File: config.mk
export PLATFORM = sky130hd
export DESIGN_NAME = unit_format_transcoder_top_flat
export DESIGN_NICKNAME = d
export VERILOG_FILES = /design/src/design/uft_pkg.sv /design/src/design/uft_if.sv /design/src/design/uft_front.sv /design/src/design/uft_queue.sv /design/src/design/uft_back.sv /design/src/design/unit_format_transcoder_top.sv /design/src/flat_wrapper.sv
export SDC_FILE = /design/constraint.sdc
export NUM_CORES = 1
export LEC_CHECK = 0
export BUFFER_PORTS_ARGS = -buffer_cell sky130_fd_sc_hd__buf_4
export CAP_MARGIN = 20
export CORE_MARGIN = 2
export CORE_UTILIZATION = 45
export DETAILED_ROUTE_END_ITERATION = 12
export PLACE_DENSITY = 0.62
export SLEW_MARGIN = 20
export SYNTH_ARGS = -nofsm -noshare
export SYNTH_HDL_FRONTEND = slang
export SYNTH_SLANG_ARGS = --single-unit
File: constraint.sdc
create_clock -name clock -period 16.1 [get_ports clock]
set_clock_uncertainty 0.15 [all_clocks]
set_input_delay 0.805 -clock clock [delete_from_list [all_inputs] [get_ports clock]]
set_output_delay 0.805 -clock clock [all_outputs]
set_load 0.05 [all_outputs]
File: src/design/uft_pkg.sv
// Shared types and constants for the unit format transcoder.
`timescale 1ns / 1ps
`default_nettype none
package uft_pkg;

   localparam int QueueDepth = 4;
   localparam int LitSlots   = 4;

   localparam logic [7:0] ASCII_ZERO  = 8'h30;
   localparam logic [7:0] ASCII_NINE  = 8'h39;
   localparam logic [7:0] ASCII_COMMA = 8'h2C;
   localparam logic [16:0] RECIP_TEN  = 17'd52429;

   localparam logic [1:0] KIND_DATA = 2'd0;
   localparam logic [1:0] KIND_DONE = 2'd1;
   localparam logic [1:0] KIND_ERR  = 2'd2;

   localparam logic [7:0] UNIT_TYPE0 = 8'h00;
   localparam logic [7:0] UNIT_TYPE1 = 8'h01;

   typedef enum logic [2:0] {
      PH_TYPE, PH_T0_COUNT, PH_T0_HIGH, PH_T0_LOW,
      PH_T1_COUNT, PH_T1_CSKIP, PH_T1_BODY, PH_T1_BSKIP
   } phase_type;

   typedef enum logic [2:0] {
      BK_IDLE, BK_LIT, BK_WAIT, BK_DEC, BK_EOF
   } back_state_type;

   // One accepted byte's worth of output: literal beats, then an optional
   // decimal number, then an optional end-of-stream beat.
   typedef struct packed {
      logic [LitSlots-1:0][7:0] lit_byte;
      logic [LitSlots-1:0][1:0] lit_kind;
      logic [2:0]               lit_n;
      logic                     has_dec;
      logic [15:0]              dec_val;
      logic                     dec_min3;
      logic                     has_eof;
   } job_type;

endpackage
`default_nettype wire

File: src/design/uft_if.sv
// Channel interfaces for the request, response and control write ports.
`timescale 1ns / 1ps
`default_nettype none
interface uft_req_if;
   logic       valid;
   logic       ready;
   logic [7:0] in_byte;
   logic       end_of_file;
   modport source (output valid, input ready, output in_byte, output end_of_file);
   modport sink   (input valid, output ready, input in_byte, input end_of_file);
endinterface

interface uft_rsp_if;
   logic       valid;
   logic       ready;
   logic [7:0] out_byte;
   logic [1:0] kind;
   logic       last_of_run;
   modport source (output valid, input ready, output out_byte, output kind,
                   output last_of_run);
   modport sink   (input valid, output ready, input out_byte, input kind,
                   input last_of_run);
endinterface

interface uft_csr_if;
   logic       valid;
   logic       ready;
   logic [1:0] output_mode;
   modport source (output valid, input ready, output output_mode);
   modport sink   (input valid, output ready, input output_mode);
endinterface
`default_nettype wire

File: src/design/uft_front.sv
// Front end: parses each input beat and issues an output job descriptor.
`timescale 1ns / 1ps
`default_nettype none
module uft_front (
   input  wire logic            clock,
   input  wire logic            reset,
   uft_req_if.sink              req_bus,
   input  wire logic [1:0]      mode,
   input  wire logic            q_full,
   output logic                 q_push,
   output uft_pkg::job_type     q_job
);
   import uft_pkg::*;

   phase_type   phase_ff, phase_in;
   logic [7:0]  numbers_ff, numbers_in;
   logic [7:0]  high_ff, high_in;
   logic [7:0]  count_ff, count_in;
   logic [1:0]  cds_ff, cds_in;
   logic [7:0]  commas_ff, commas_in;
   logic [15:0] num_ff, num_in;
   logic        seg_ff, seg_in;
   logic        first_ff, first_in;
   logic        failed_ff, failed_in;
   logic        accept;
   job_type     job;

   assign req_bus.ready = !q_full;
   assign accept = req_bus.valid && req_bus.ready;
   assign q_job  = job;
   assign q_push = accept && (job.lit_n != 3'd0 || job.has_dec || job.has_eof);

   always_comb begin
      logic [7:0] b;
      logic       c0;
      logic       c1;
      logic       dig;
      logic [7:0] diff;
      b    = req_bus.in_byte;
      c0   = mode[0];
      c1   = mode[1];
      dig  = (b >= ASCII_ZERO) && (b <= ASCII_NINE);
      diff = b - ASCII_ZERO;
      phase_in   = phase_ff;
      numbers_in = numbers_ff;
      high_in    = high_ff;
      count_in   = count_ff;
      cds_in     = cds_ff;
      commas_in  = commas_ff;
      num_in     = num_ff;
      seg_in     = seg_ff;
      first_in   = first_ff;
      failed_in  = failed_ff;
      job        = '0;
      if (failed_ff) begin
         if (req_bus.end_of_file) begin
            failed_in = 1'b0;
            phase_in  = PH_TYPE;
         end
      end else begin
         // close an open text unit when a new unit type byte shows up
         if ((phase_in == PH_T1_BODY || phase_in == PH_T1_BSKIP) &&
             commas_in < 8'd2 && b <= UNIT_TYPE1) begin
            if (c1 && seg_in) begin
               job.lit_byte[job.lit_n[1:0]] = num_in[15:8];
               job.lit_n = job.lit_n + 3'd1;
               job.lit_byte[job.lit_n[1:0]] = num_in[7:0];
               job.lit_n = job.lit_n + 3'd1;
            end
            seg_in   = 1'b0;
            num_in   = '0;
            phase_in = PH_TYPE;
         end
         unique case (phase_in)
            PH_TYPE: begin
               if (b == UNIT_TYPE0) begin
                  job.lit_byte[job.lit_n[1:0]] = c0 ? UNIT_TYPE1 : UNIT_TYPE0;
                  job.lit_n = job.lit_n + 3'd1;
                  phase_in = PH_T0_COUNT;
               end else if (b == UNIT_TYPE1) begin
                  job.lit_byte[job.lit_n[1:0]] = c1 ? UNIT_TYPE0 : UNIT_TYPE1;
                  job.lit_n = job.lit_n + 3'd1;
                  count_in = '0;
                  cds_in   = '0;
                  phase_in = PH_T1_COUNT;
               end else begin
                  failed_in = 1'b1;
                  job.lit_kind[job.lit_n[1:0]] = KIND_ERR;
                  job.lit_n = job.lit_n + 3'd1;
               end
            end
            PH_T0_COUNT: begin
               numbers_in = b;
               first_in   = 1'b1;
               if (c0) begin
                  job.has_dec  = 1'b1;
                  job.dec_val  = {8'd0, b};
                  job.dec_min3 = 1'b1;
               end else begin
                  job.lit_byte[job.lit_n[1:0]] = b;
                  job.lit_n = job.lit_n + 3'd1;
               end
               phase_in = (b != 8'd0) ? PH_T0_HIGH : PH_TYPE;
            end
            PH_T0_HIGH: begin
               high_in = b;
               if (!c0) begin
                  job.lit_byte[job.lit_n[1:0]] = b;
                  job.lit_n = job.lit_n + 3'd1;
               end
               phase_in = PH_T0_LOW;
            end
            PH_T0_LOW: begin
               if (c0) begin
                  if (!first_in) begin
                     job.lit_byte[job.lit_n[1:0]] = ASCII_COMMA;
                     job.lit_n = job.lit_n + 3'd1;
                  end
                  job.has_dec = 1'b1;
                  job.dec_val = {high_in, b};
               end else begin
                  job.lit_byte[job.lit_n[1:0]] = b;
                  job.lit_n = job.lit_n + 3'd1;
               end
               first_in   = 1'b0;
               numbers_in = numbers_in - 8'd1;
               phase_in   = (numbers_in != 8'd0) ? PH_T0_HIGH : PH_TYPE;
            end
            PH_T1_COUNT, PH_T1_CSKIP: begin
               if (!c1) begin
                  job.lit_byte[job.lit_n[1:0]] = b;
                  job.lit_n = job.lit_n + 3'd1;
               end
               if (phase_in == PH_T1_COUNT) begin
                  if (dig)
                     count_in = {count_in[4:0], 3'd0} + {count_in[6:0], 1'b0} +
                                {4'd0, diff[3:0]};
                  else
                     phase_in = PH_T1_CSKIP;
               end
               cds_in = cds_in + 2'd1;
               if (cds_in == 2'd3) begin
                  if (c1) begin
                     job.lit_byte[job.lit_n[1:0]] = count_in;
                     job.lit_n = job.lit_n + 3'd1;
                  end
                  commas_in = count_in;
                  cds_in    = '0;
                  num_in    = '0;
                  seg_in    = 1'b0;
                  phase_in  = PH_T1_BODY;
               end
            end
            PH_T1_BODY, PH_T1_BSKIP: begin
               if (!c1) begin
                  job.lit_byte[job.lit_n[1:0]] = b;
                  job.lit_n = job.lit_n + 3'd1;
               end
               if (b == ASCII_COMMA) begin
                  commas_in = commas_in - 8'd1;
                  if (c1) begin
                     job.lit_byte[job.lit_n[1:0]] = num_in[15:8];
                     job.lit_n = job.lit_n + 3'd1;
                     job.lit_byte[job.lit_n[1:0]] = num_in[7:0];
                     job.lit_n = job.lit_n + 3'd1;
                  end
                  num_in   = '0;
                  seg_in   = 1'b0;
                  phase_in = PH_T1_BODY;
               end else begin
                  seg_in = 1'b1;
                  if (phase_in == PH_T1_BODY && dig)
                     num_in = {num_in[12:0], 3'd0} + {num_in[14:0], 1'b0} +
                              {12'd0, diff[3:0]};
                  else
                     phase_in = PH_T1_BSKIP;
               end
            end
            default: phase_in = PH_TYPE;
         endcase
         if (req_bus.end_of_file) begin
            if (!failed_in) begin
               if ((phase_in == PH_T1_BODY || phase_in == PH_T1_BSKIP) &&
                   c1 && seg_in) begin
                  job.lit_byte[job.lit_n[1:0]] = num_in[15:8];
                  job.lit_n = job.lit_n + 3'd1;
                  job.lit_byte[job.lit_n[1:0]] = num_in[7:0];
                  job.lit_n = job.lit_n + 3'd1;
               end
               job.has_eof = 1'b1;
            end
            failed_in = 1'b0;
            phase_in  = PH_TYPE;
         end
      end
      // end of stream returns the parser to its reset values
      if (req_bus.end_of_file) begin
         numbers_in = '0;
         high_in    = '0;
         count_in   = '0;
         cds_in     = '0;
         commas_in  = '0;
         num_in     = '0;
         seg_in     = 1'b0;
         first_in   = 1'b1;
      end
   end

   always_ff @(posedge clock) begin
      if (reset) begin
         phase_ff   <= PH_TYPE;
         numbers_ff <= '0;
         high_ff    <= '0;
         count_ff   <= '0;
         cds_ff     <= '0;
         commas_ff  <= '0;
         num_ff     <= '0;
         seg_ff     <= 1'b0;
         first_ff   <= 1'b1;
         failed_ff  <= 1'b0;
      end else if (accept) begin
         phase_ff   <= phase_in;
         numbers_ff <= numbers_in;
         high_ff    <= high_in;
         count_ff   <= count_in;
         cds_ff     <= cds_in;
         commas_ff  <= commas_in;
         num_ff     <= num_in;
         seg_ff     <= seg_in;
         first_ff   <= first_in;
         failed_ff  <= failed_in;
      end
   end
endmodule
`default_nettype wire

File: src/design/uft_queue.sv
// Small job queue between the parser and the output sequencer.
`timescale 1ns / 1ps
`default_nettype none
module uft_queue #(
   parameter int DEPTH = uft_pkg::QueueDepth
) (
   input  wire logic            clock,
   input  wire logic            reset,
   input  wire logic            push,
   input  wire uft_pkg::job_type push_job,
   output logic                 full,
   input  wire logic            pop,
   output logic                 empty,
   output uft_pkg::job_type     pop_job
);
   import uft_pkg::*;

   localparam int PtrW = (DEPTH > 1) ? $clog2(DEPTH) : 1;
   localparam int CntW = $clog2(DEPTH + 1);

   job_type           mem_ff [DEPTH];
   logic [PtrW-1:0]   wr_ff, wr_in, rd_ff, rd_in;
   logic [CntW-1:0]   cnt_ff, cnt_in;

   assign full    = (cnt_ff == CntW'(DEPTH));
   assign empty   = (cnt_ff == '0);
   assign pop_job = mem_ff[rd_ff];

   always_comb begin
      wr_in  = wr_ff;
      rd_in  = rd_ff;
      cnt_in = cnt_ff;
      if (push) begin
         wr_in = (wr_ff == PtrW'(DEPTH - 1)) ? '0 : wr_ff + PtrW'(1);
      end
      if (pop) begin
         rd_in = (rd_ff == PtrW'(DEPTH - 1)) ? '0 : rd_ff + PtrW'(1);
      end
      if (push && !pop)
         cnt_in = cnt_ff + CntW'(1);
      else if (pop && !push)
         cnt_in = cnt_ff - CntW'(1);
   end

   always_ff @(posedge clock) begin
      if (reset) begin
         wr_ff  <= '0;
         rd_ff  <= '0;
         cnt_ff <= '0;
      end else begin
         wr_ff  <= wr_in;
         rd_ff  <= rd_in;
         cnt_ff <= cnt_in;
      end
   end

   always_ff @(posedge clock) begin
      if (push)
         mem_ff[wr_ff] <= push_job;
   end
endmodule
`default_nettype wire

File: src/design/uft_back.sv
// Back end: expands job descriptors into response beats, with decimal conversion.
`timescale 1ns / 1ps
`default_nettype none
module uft_back (
   input  wire logic             clock,
   input  wire logic             reset,
   input  wire logic             q_empty,
   input  wire uft_pkg::job_type q_job,
   output logic                  q_pop,
   uft_rsp_if.source             rsp_bus
);
   import uft_pkg::*;

   back_state_type   state_ff, state_in;
   job_type          job_ff, job_in;
   logic [2:0]       idx_ff, idx_in;
   logic [15:0]      val_ff, val_in;
   logic [4:0][3:0]  digits_ff, digits_in;
   logic [2:0]       conv_ff, conv_in;
   logic             valid_ff, valid_in;
   logic [7:0]       byte_ff, byte_in;
   logic [1:0]       kind_ff, kind_in;
   logic             last_ff, last_in;
   logic             can_emit;
   logic [31:0]      prod;
   logic [15:0]      quot;
   logic [15:0]      rem;

   assign rsp_bus.valid       = valid_ff;
   assign rsp_bus.out_byte    = byte_ff;
   assign rsp_bus.kind        = kind_ff;
   assign rsp_bus.last_of_run = last_ff;
   assign can_emit = !valid_ff || rsp_bus.ready;

   // divide by ten through the reciprocal, one digit per cycle
   assign prod = val_ff * RECIP_TEN[15:0];
   assign quot = {3'd0, prod[31:19]};
   assign rem  = val_ff - ({quot[12:0], 3'd0} + {quot[14:0], 1'b0});

   function automatic logic [2:0] top_digit(logic [4:0][3:0] d, logic min3);
      logic [2:0] n;
      if (d[4] != 4'd0)      n = 3'd5;
      else if (d[3] != 4'd0) n = 3'd4;
      else if (d[2] != 4'd0) n = 3'd3;
      else if (d[1] != 4'd0) n = 3'd2;
      else                   n = 3'd1;
      if (min3 && n < 3'd3)
         n = 3'd3;
      return n - 3'd1;
   endfunction

   always_comb begin
      state_in  = state_ff;
      job_in    = job_ff;
      idx_in    = idx_ff;
      val_in    = val_ff;
      digits_in = digits_ff;
      conv_in   = conv_ff;
      valid_in  = valid_ff && !rsp_bus.ready;
      byte_in   = byte_ff;
      kind_in   = kind_ff;
      last_in   = last_ff;
      q_pop     = 1'b0;
      if (conv_ff != 3'd0) begin
         digits_in = {rem[3:0], digits_ff[4:1]};
         val_in    = quot;
         conv_in   = conv_ff - 3'd1;
      end
      unique case (state_ff)
         BK_IDLE: begin
            if (!q_empty) begin
               q_pop   = 1'b1;
               job_in  = q_job;
               idx_in  = '0;
               val_in  = q_job.dec_val;
               conv_in = q_job.has_dec ? 3'd5 : 3'd0;
               if (q_job.lit_n != 3'd0)  state_in = BK_LIT;
               else if (q_job.has_dec)   state_in = BK_WAIT;
               else                      state_in = BK_EOF;
            end
         end
         BK_LIT: begin
            if (can_emit) begin
               valid_in = 1'b1;
               byte_in  = job_ff.lit_byte[idx_ff[1:0]];
               kind_in  = job_ff.lit_kind[idx_ff[1:0]];
               last_in  = (idx_ff == job_ff.lit_n - 3'd1) && !job_ff.has_dec &&
                          !job_ff.has_eof;
               if (idx_ff == job_ff.lit_n - 3'd1) begin
                  if (job_ff.has_dec)      state_in = BK_WAIT;
                  else if (job_ff.has_eof) state_in = BK_EOF;
                  else                     state_in = BK_IDLE;
               end else begin
                  idx_in = idx_ff + 3'd1;
               end
            end
         end
         BK_WAIT: begin
            if (conv_ff == 3'd0) begin
               idx_in   = top_digit(digits_ff, job_ff.dec_min3);
               state_in = BK_DEC;
            end
         end
         BK_DEC: begin
            if (can_emit) begin
               valid_in = 1'b1;
               byte_in  = ASCII_ZERO + {4'd0, digits_ff[idx_ff]};
               kind_in  = KIND_DATA;
               last_in  = (idx_ff == 3'd0) && !job_ff.has_eof;
               if (idx_ff == 3'd0)
                  state_in = job_ff.has_eof ? BK_EOF : BK_IDLE;
               else
                  idx_in = idx_ff - 3'd1;
            end
         end
         BK_EOF: begin
            if (can_emit) begin
               valid_in = 1'b1;
               byte_in  = 8'd0;
               kind_in  = KIND_DONE;
               last_in  = 1'b1;
               state_in = BK_IDLE;
            end
         end
         default: state_in = BK_IDLE;
      endcase
   end

   always_ff @(posedge clock) begin
      if (reset) begin
         state_ff <= BK_IDLE;
         valid_ff <= 1'b0;
         conv_ff  <= '0;
      end else begin
         state_ff <= state_in;
         valid_ff <= valid_in;
         conv_ff  <= conv_in;
      end
   end

   always_ff @(posedge clock) begin
      job_ff    <= job_in;
      idx_ff    <= idx_in;
      val_ff    <= val_in;
      digits_ff <= digits_in;
      byte_ff   <= byte_in;
      kind_ff   <= kind_in;
      last_ff   <= last_in;
   end
endmodule
`default_nettype wire

File: src/design/unit_format_transcoder_top.sv
// Top level of the unit format transcoder: parser, job queue and output sequencer.
// Usage:
//  req_bus carries one source byte per beat plus an end_of_file flag; rsp_bus
//  returns converted bytes one per beat, with kind 0 for data, 1 when the
//  stream finished, 2 for an unknown unit type. last_of_run marks the final
//  response beat caused by one request beat; a request beat may cause none.
//  csr_bus writes output_mode (bit0 binary-to-text, bit1 text-to-binary);
//  write it only while no request is in flight.
//  The parser takes one request beat per cycle while the job queue has room.
//  The sequencer emits one response beat per cycle while rsp_bus.ready holds;
//  it loads each job from the queue first, and a decimal number goes through
//  five divide-by-ten steps through the reciprocal multiplier and a step that
//  picks the leading digit before its digits go out. Sustained throughput is
//  therefore set by the sequencer, which finishes one job before it loads the
//  next.
//  A response passes the job queue, the sequencer state and its output register.
//  Reset (synchronous, active high) empties the queue, drops any pending
//  response and returns the parser and output_mode to their start values.
//  When the receiver stalls, the response beat holds, the queue fills, and
//  req_bus.ready drops once it is full.
`timescale 1ns / 1ps
`default_nettype none
module unit_format_transcoder_top #(
   parameter int QUEUE_DEPTH = uft_pkg::QueueDepth
) (
   input  wire logic clock,
   input  wire logic reset,
   uft_req_if.sink   req_bus,
   uft_rsp_if.source rsp_bus,
   uft_csr_if.sink   csr_bus
);
   import uft_pkg::*;

   logic [1:0] mode_ff;
   logic       q_push;
   logic       q_full;
   logic       q_pop;
   logic       q_empty;
   job_type    push_job;
   job_type    pop_job;

   assign csr_bus.ready = 1'b1;

   always_ff @(posedge clock) begin
      if (reset)
         mode_ff <= '0;
      else if (csr_bus.valid)
         mode_ff <= csr_bus.output_mode;
   end

   uft_front u_front (
      .clock   (clock),
      .reset   (reset),
      .req_bus (req_bus),
      .mode    (mode_ff),
      .q_full  (q_full),
      .q_push  (q_push),
      .q_job   (push_job)
   );

   uft_queue #(.DEPTH(QUEUE_DEPTH)) u_queue (
      .clock    (clock),
      .reset    (reset),
      .push     (q_push),
      .push_job (push_job),
      .full     (q_full),
      .pop      (q_pop),
      .empty    (q_empty),
      .pop_job  (pop_job)
   );

   uft_back u_back (
      .clock   (clock),
      .reset   (reset),
      .q_empty (q_empty),
      .q_job   (pop_job),
      .q_pop   (q_pop),
      .rsp_bus (rsp_bus)
   );

`ifndef SYNTHESIS
   a_no_push_full: assert property (@(posedge clock) disable iff (reset)
      !(q_push && q_full)) else $error("job pushed into full queue");
   a_no_pop_empty: assert property (@(posedge clock) disable iff (reset)
      !(q_pop && q_empty)) else $error("job popped from empty queue");
   a_err_last: assert property (@(posedge clock) disable iff (reset)
      (rsp_bus.valid && rsp_bus.kind == KIND_ERR) |-> rsp_bus.last_of_run)
      else $error("error beat not last of run");
   a_done_last: assert property (@(posedge clock) disable iff (reset)
      (rsp_bus.valid && rsp_bus.kind == KIND_DONE) |-> rsp_bus.last_of_run)
      else $error("done beat not last of run");
`endif
endmodule
`default_nettype wire
File: src/flat_wrapper.sv
// flat-port wrapper written by rule: the top's interface ports become plain ports
module unit_format_transcoder_top_flat import uft_pkg::*;
#(
   parameter int QUEUE_DEPTH = uft_pkg::QueueDepth
)
  (clock, reset, req_bus_valid, req_bus_ready, req_bus_in_byte, req_bus_end_of_file, rsp_bus_valid, rsp_bus_ready, rsp_bus_out_byte, rsp_bus_kind, rsp_bus_last_of_run, csr_bus_valid, csr_bus_ready, csr_bus_output_mode);
  uft_req_if req_bus_i ();
  uft_rsp_if rsp_bus_i ();
  uft_csr_if csr_bus_i ();
  input  wire logic clock;
  input  wire logic reset;
  input wire logic [$bits(req_bus_i.valid)-1:0] req_bus_valid;
  output wire logic [$bits(req_bus_i.ready)-1:0] req_bus_ready;
  input wire logic [$bits(req_bus_i.in_byte)-1:0] req_bus_in_byte;
  input wire logic [$bits(req_bus_i.end_of_file)-1:0] req_bus_end_of_file;
  output wire logic [$bits(rsp_bus_i.valid)-1:0] rsp_bus_valid;
  input wire logic [$bits(rsp_bus_i.ready)-1:0] rsp_bus_ready;
  output wire logic [$bits(rsp_bus_i.out_byte)-1:0] rsp_bus_out_byte;
  output wire logic [$bits(rsp_bus_i.kind)-1:0] rsp_bus_kind;
  output wire logic [$bits(rsp_bus_i.last_of_run)-1:0] rsp_bus_last_of_run;
  input wire logic [$bits(csr_bus_i.valid)-1:0] csr_bus_valid;
  output wire logic [$bits(csr_bus_i.ready)-1:0] csr_bus_ready;
  input wire logic [$bits(csr_bus_i.output_mode)-1:0] csr_bus_output_mode;
  assign req_bus_i.valid = req_bus_valid;
  assign req_bus_ready = req_bus_i.ready;
  assign req_bus_i.in_byte = req_bus_in_byte;
  assign req_bus_i.end_of_file = req_bus_end_of_file;
  assign rsp_bus_valid = rsp_bus_i.valid;
  assign rsp_bus_i.ready = rsp_bus_ready;
  assign rsp_bus_out_byte = rsp_bus_i.out_byte;
  assign rsp_bus_kind = rsp_bus_i.kind;
  assign rsp_bus_last_of_run = rsp_bus_i.last_of_run;
  assign csr_bus_i.valid = csr_bus_valid;
  assign csr_bus_ready = csr_bus_i.ready;
  assign csr_bus_i.output_mode = csr_bus_output_mode;
  unit_format_transcoder_top #(.QUEUE_DEPTH(QUEUE_DEPTH)) u_core (.clock(clock), .reset(reset), .req_bus(req_bus_i), .rsp_bus(rsp_bus_i), .csr_bus(csr_bus_i));
endmodule
# [After elaboration in Yosys (flattened, before gate mapping)]
# Memories as Yosys holds them, arrays and structs flattened. A register that Yosys moved wholly into a read port is not among the register bits.
# Cells that the tools add are included.
[word_totals] reg_bits=168 ramBits=248 in_bits=16 output_inout_bits=14 wordCells=404 memories=1
[memory_table] memory="u_core.u_queue.mem_ff" words=4 word_bits=62 rd=1 rd_clocked_by_memory_dff=1 write_ports=1 line_no="uft_queue.sv:21" text="job_type mem_ff [DEPTH];"
[classes] addsub=26 n_mul=1 magnitude_cmp=19 eq_ne=36 muxes=209 bitwise=4 n_reduce_logical=69
[ops] op="two-way mux 32 bit" n=18
[ops] op="bitwise mux 32 bit" n=8
[ops] op="two-way mux 8 bit" n=30
[ops] op="two-way mux 16 bit" n=14
[ops] op="two-way mux 3 bit" n=60
[ops] op="case mux 32 bit (5 select lines)" n=1
[ops] op="demux 8 bit (select 2 bit)" n=6
[ops] op="two-way mux 62 bit" n=1
[ops] op="case mux 8 bit (2 select lines)" n=3
[ops] op="two-way mux 2 bit" n=20
[ops] op="case mux 17 bit (2 select lines)" n=1
[ops] op="multiplier 16 x 16 -> 32 bit (second input constant)" n=1
[ops] op="case mux 16 bit (2 select lines)" n=1
[ops] op="== test 3 bit (second input constant)" n=10
[ops] op="case mux 3 bit (5 select lines)" n=2
[ops] op="two-way mux 1 bit" n=29
[ops] op="adder 3 x 1 -> 3 bit (second input constant)" n=8
[ops] op="case mux 8 bit (3 select lines)" n=1
[ops] op="logical AND 1 bit" n=22
[ops] op="< comparator 2 x 3 -> 1 bit (second input constant)" n=7
[ops] op="nonzero test 3 bit" n=7
[ops] op="AND 10 x 20 -> 20 bit" n=1
[ops] op="!= test 2 bit (second input constant)" n=10
[ops] op="NOT 20 bit" n=1
[ops] op="54 further kinds" n=102

# [Logic depth before layout (Yosys ltp)]
[logic_depth] depth_word=34 ltp_mapped=25 ltp_nobuf=25

# [Modules after synthesis]
# A second synthesis with hierarchy kept.
[hier_totals] hier_cells=2123 area_unflattened_um2=25204.2
[modules_own_cells] mod="uft_queue" instances=1 cells_per_inst=368 area_per_inst_um2=9456.6 seq_area_each_um2=7627.3
[modules_own_cells] mod="uft_back" instances=1 cells_per_inst=844 area_per_inst_um2=9171.3 seq_area_each_um2=2862.7
[modules_own_cells] mod="uft_front" instances=1 cells_per_inst=903 area_per_inst_um2=6497.5 seq_area_each_um2=1121.1
[modules_own_cells] mod="unit_format_transcoder_top" instances=1 cells_per_inst=8 area_per_inst_um2=78.8 seq_area_each_um2=40.0

# [Worst setup path after synthesis]
# No wires, ideal clock.
[synth_path] path_type="register -> register" from="register u_core.u_back.val_ff[8]" to="register u_core.u_back.digits_ff[19] (netlist name), data pin" setup_ns=0.268 arrival_ns=5.510 required_time_ns=15.682 slack_ns=10.172 path_stages_with_launch=22 n_path_buf=0 synth_period_minus_slack_ns=5.928 path_cell_list="dfxtp_1 -> ha_1 -> fa_1 -> inv_1 -> fa_1 -> fa_1 -> fa_1 -> inv_1 -> fa_1 -> ha_1 -> a21oi_1 -> o21ai_1 -> nor4_2 -> a21oi_1 -> a21oi_1 -> xnor2_1 -> ha_1 -> and2_1 -> nor2_1 -> mux2_2 -> xnor2_1 -> xnor2_1"
[synth_via] elab_chain_cells=3
[synth_rtl] element="from (decl)" line_no="uft_back.sv:17" text="logic [15:0] val_ff, val_in;"
[synth_rtl] element="from (signal assigned)" line_no="uft_back.sv:144" text="val_ff <= val_in;"
[synth_rtl] element="multiplier 16 x 16 -> 32 bit" line_no="uft_back.sv:36" text="assign prod = val_ff * RECIP_TEN[15:0];"
[synth_rtl] element="adder 4 bit" line_no="uft_back.sv:38" text="assign rem = val_ff - ({quot[12:0], 3'd0} + {quot[14:0], 1'b0});"
[synth_rtl] element="subtractor 4 bit" line_no="uft_back.sv:38"
[synth_rtl] element="net u_core.u_back.rem[3]" line_no="uft_back.sv:27" text="logic [15:0] rem;"
[synth_rtl] element="to (signal assigned)" line_no="uft_back.sv:145" text="digits_ff <= digits_in;"
[synth_rtl] element="to (decl)" line_no="uft_back.sv:18" text="logic [4:0][3:0] digits_ff, digits_in;"
# The timed path passes the listed nets, and every way through them passes these cells.
# A chain may end at the register's enable or synchronous reset.

# [Worst setup path after layout]
[layout_path] from="register u_core.u_back.val_ff[7]" to="register u_core.u_back.digits_ff[19] (netlist name), data pin"
# Same word-level chain as after synthesis.

==> flow_summary.yaml <==
logic_synthesis:
  ys_seq_area_share_pct: 45.4
  synthTopCellsByArea: "edfxtp_1 (38%), ha_1 (10%), dfxtp_1 (7.6%), fa_1 (7.4%), mux4_2 (6.5%)"
  ys_warn_count: 0
  ys.flop_type: "edfxtp_1"
  synth_cells: 2047
  yosys.area.top_type: "edfxtp_1"
  ys_types: 100
  yosys-top-cells-count: "edfxtp_1 (298), inv_1 (201), ha_1 (189)"
  yosys.area.top_type_share_pct: 37.8
  synth_edf_count: 298
  synth-seq-cells: 388
  netlist_area_um2: 23700
  avgSynthCellArea_um2: 11.6
  synth.most_common_cell: "edfxtp_1"
  async_reset_ff_share_pct: 0
sta:
  final-hold-violation-count: 0
  drv_slew: 0
  fmax_mhz: 148
  setup_viol: 0
  fin_crit_ns: 6.77
  timing.setup.tns_ns: 0
  post-route-period-util_pct: 42.1
  worst_pin_slew_ns: 1.08
  finalWorstSetupSlack_ns: 9.33
  rsz0062_at_grt: "false"
  worst_slew_margin_rel_pct: 27.9
worst_setup_path:
  cp.arrival_ns: 6.91
  crit_slowest_cell: "a21oi_1"
  critPathLaunchType: "register"
  max_stage_delay_ns: 0.72
  cpLargestDelayFamily: "adder cells"
  critPathBufInv: 2
  crit_path_max_fanout: 8
  path_class: "register to register"
  crit_top_cell: "fa_1"
  end_kind: "register"
  critical_path_required_ns: 16.24
  crit_chain: "ha_1 > fa_1 > inv_1 > fa_1 > fa_1 > fa_1 > inv_1 > fa_1 > ha_1 > nand2_1 > o21ai_1 > nor4_2 > a21oi_1 > a21oi_1 > xnor2_1 > ha_1 > and2_1 > nor2_1 > mux2_2 > xnor2_1 > xnor2_1"
cells_and_area:
  utilization_pct: 49.6
  regArea_um2: 10800
  multi_input_area_um2: 11700
  drive_gt1_share_pct: 10.9
  area_delta_synth_final_pct: 9.48
  final_cells: 2768
  antenna_cells: 0
  nNetsFinal: 2337
  fillers: 4595
grt:
  track_usage_pct: 22.6
  grt_overflow_total: 0
  grt_pass1_wl_um: 94500
  grt_pass1_vias: 16300
  grt_max_degree: 77
  antenna_found_initial: 0
die:
  core_um2: 52200
  die-height_um: 233
  core.rowCount: 84
  io_pins: 30
  die_area_um2: 54400
  start_util_pct: 45.3
  fp.dieW_um: 233
clock_tree:
  cts_buffers: 43
  cts.path.max_buffers: 3
  cts_setup_buffers: 0
  htree_num_levels: 2
  path_clk_slew_ns: 0.06
  cts_root_buf: "clkbuf_16"
  cts_hold_buf: 0
  cts_resized: 0
  insertion_delay_ns: 0.58
  cts_tree: "built"
  cts.sinks: 388
place:
  routabilityCongestion: 0.971
  portBuffers: 28
  placedCellCount: 2688
  place.detailed.hpwl_um: 43000
  pre_cts_slack_ns: 9.35
detailed_routing:
  via_per_inst: 5.85
  drt_first_iter_violations: 1346
  dr.pass1.iters: 5
  drt-total-wl_um: 60400
  ant_nets: 0
  route.detailed.drc: 0
  vias: 16200
  wl_per_cell_um: 21.8
outcome:
  status: "finished clean"
job:
  maxCapViolCount: 0
min_path:
  hold_path_class: "input pin to register"
## through the flow
stage / area [um2] / hold WS (ns)
3_5_place_dp: 24500 / 0.315
5_1_grt: 25900 / 0.341
4_1_cts: 25900 / 0.295
2_1_floorplan: 23700 / 0.295
6_report: 25900 / 0.319
3_3_place_gp: 24500 / 0.309
## registers in the layout, summed over array words and instances, names as in the netlist, 8 cells and up, named ones only
signal / count
u_core.u_front.num_ff: 16
u_core.u_front.numbers_ff: 8
u_core.u_back.job_ff: 40
u_core.u_queue.mem_ff: 224
u_core.u_front.high_ff: 8
u_core.u_back.digits_ff: 20
u_core.u_front.commas_ff: 8
u_core.u_back.val_ff: 16
u_core.u_front.count_ff: 8
u_core.u_back.rsp_bus.out_byte: 8
## placed cells by master (no fill, tap or decap), types with 7 or more instances in the layout
master	count
nand3_1	38
o21a_1	9
a21oi_1	109
and3_1	16
inv_1	200
fa_1	87
nand2_1	135
nor4_1	8
o211ai_1	7
nand2b_1	21
nor2_1	142
nor3_1	46
nor2b_1	29
xnor2_1	29
nand3b_1	14
o31ai_1	13
a31oi_1	16
a32o_1	17
clkinv_1	9
o21ai_1	15
dfxtp_1	88
a311oi_1	7
o21ai_0	76
a22oi_1	28
and2_1	22
clkbuf_1	9
mux4_2	68
buf_4	47
ha_1	189
xor2_1	14
edfxtp_1	298
clkbuf_16	45
or3_1	11
mux2i_1	18
a21o_1	11
nand4_1	7
a211oi_1	25
o22ai_1	8
## worst register-to-register path: stages, from the launching register on
cell and delay (ns):
dfxtp_1 0.53, ha_1 0.36, fa_1 0.55, inv_1 0.05
fa_1 0.50, fa_1 0.43, fa_1 0.49, inv_1 0.05
fa_1 0.45, ha_1 0.33, nand2_1 0.06, o21ai_1 0.26
nor4_2 0.12, a21oi_1 0.72, a21oi_1 0.20, xnor2_1 0.19
ha_1 0.33, and2_1 0.15, nor2_1 0.04, mux2_2 0.28
xnor2_1 0.14, xnor2_1 0.14
## area by class of cell
| type | count | share of cell area [%] |
|---|---|---|
| Tap cell | 688 | 3.32 |
| Clock buffer | 59 | 4.74 |
| Timing Repair Buffer | 47 | 1.36 |
| Clock inverter | 21 | 0.773 |
| Inverter | 206 | 2.99 |
| Multi-Input combinational cell | 1359 | 45.3 |
| Sequential cell | 388 | 41.5 |
## logic make-up after synthesis
kind of cell	synth area share, %
DFF	45.4
xor gates and xnor gates	1.59
adders and majority gates	17.4
and+or+nand+nor	11.3
other	0.0317
muxes	7.57
buffers and inverters	5.07
AOI/OAI and AO/OA	11.6
## final timing paths
| path | start | to | slack (ns) | cells past startpoint |
|---|---|---|---|---|
| max reg2reg | u_core.u_back.val_ff[7] | u_core.u_back.digits_ff[19] | 9.33 | 21 |
| max | u_core.u_back.val_ff[7] | u_core.u_back.digits_ff[19] | 9.33 | 21 |
| min reg2reg | u_core.u_queue.rd_ff[1] | register | 0.32 | 2 |
| min | csr_bus_output_mode[1] | u_core.mode_ff[1] | 0.32 | 3 |
## routing by layer
layer | up-vias | wire length, um | GRT usage [%]
met5 | - | 0 | 0.0919
met3 | 107 | 3780 | 3.54
met2 | 524 | 27500 | 35.4
met1 | 8046 | 27600 | 32.3
li1 | 7504 | - | -
met4 | 0 | 1600 | 7.36
Power is left out: the tool's default activity adds up to more than one toggle a clock period on the data nets, which glitch-free logic cannot reach.
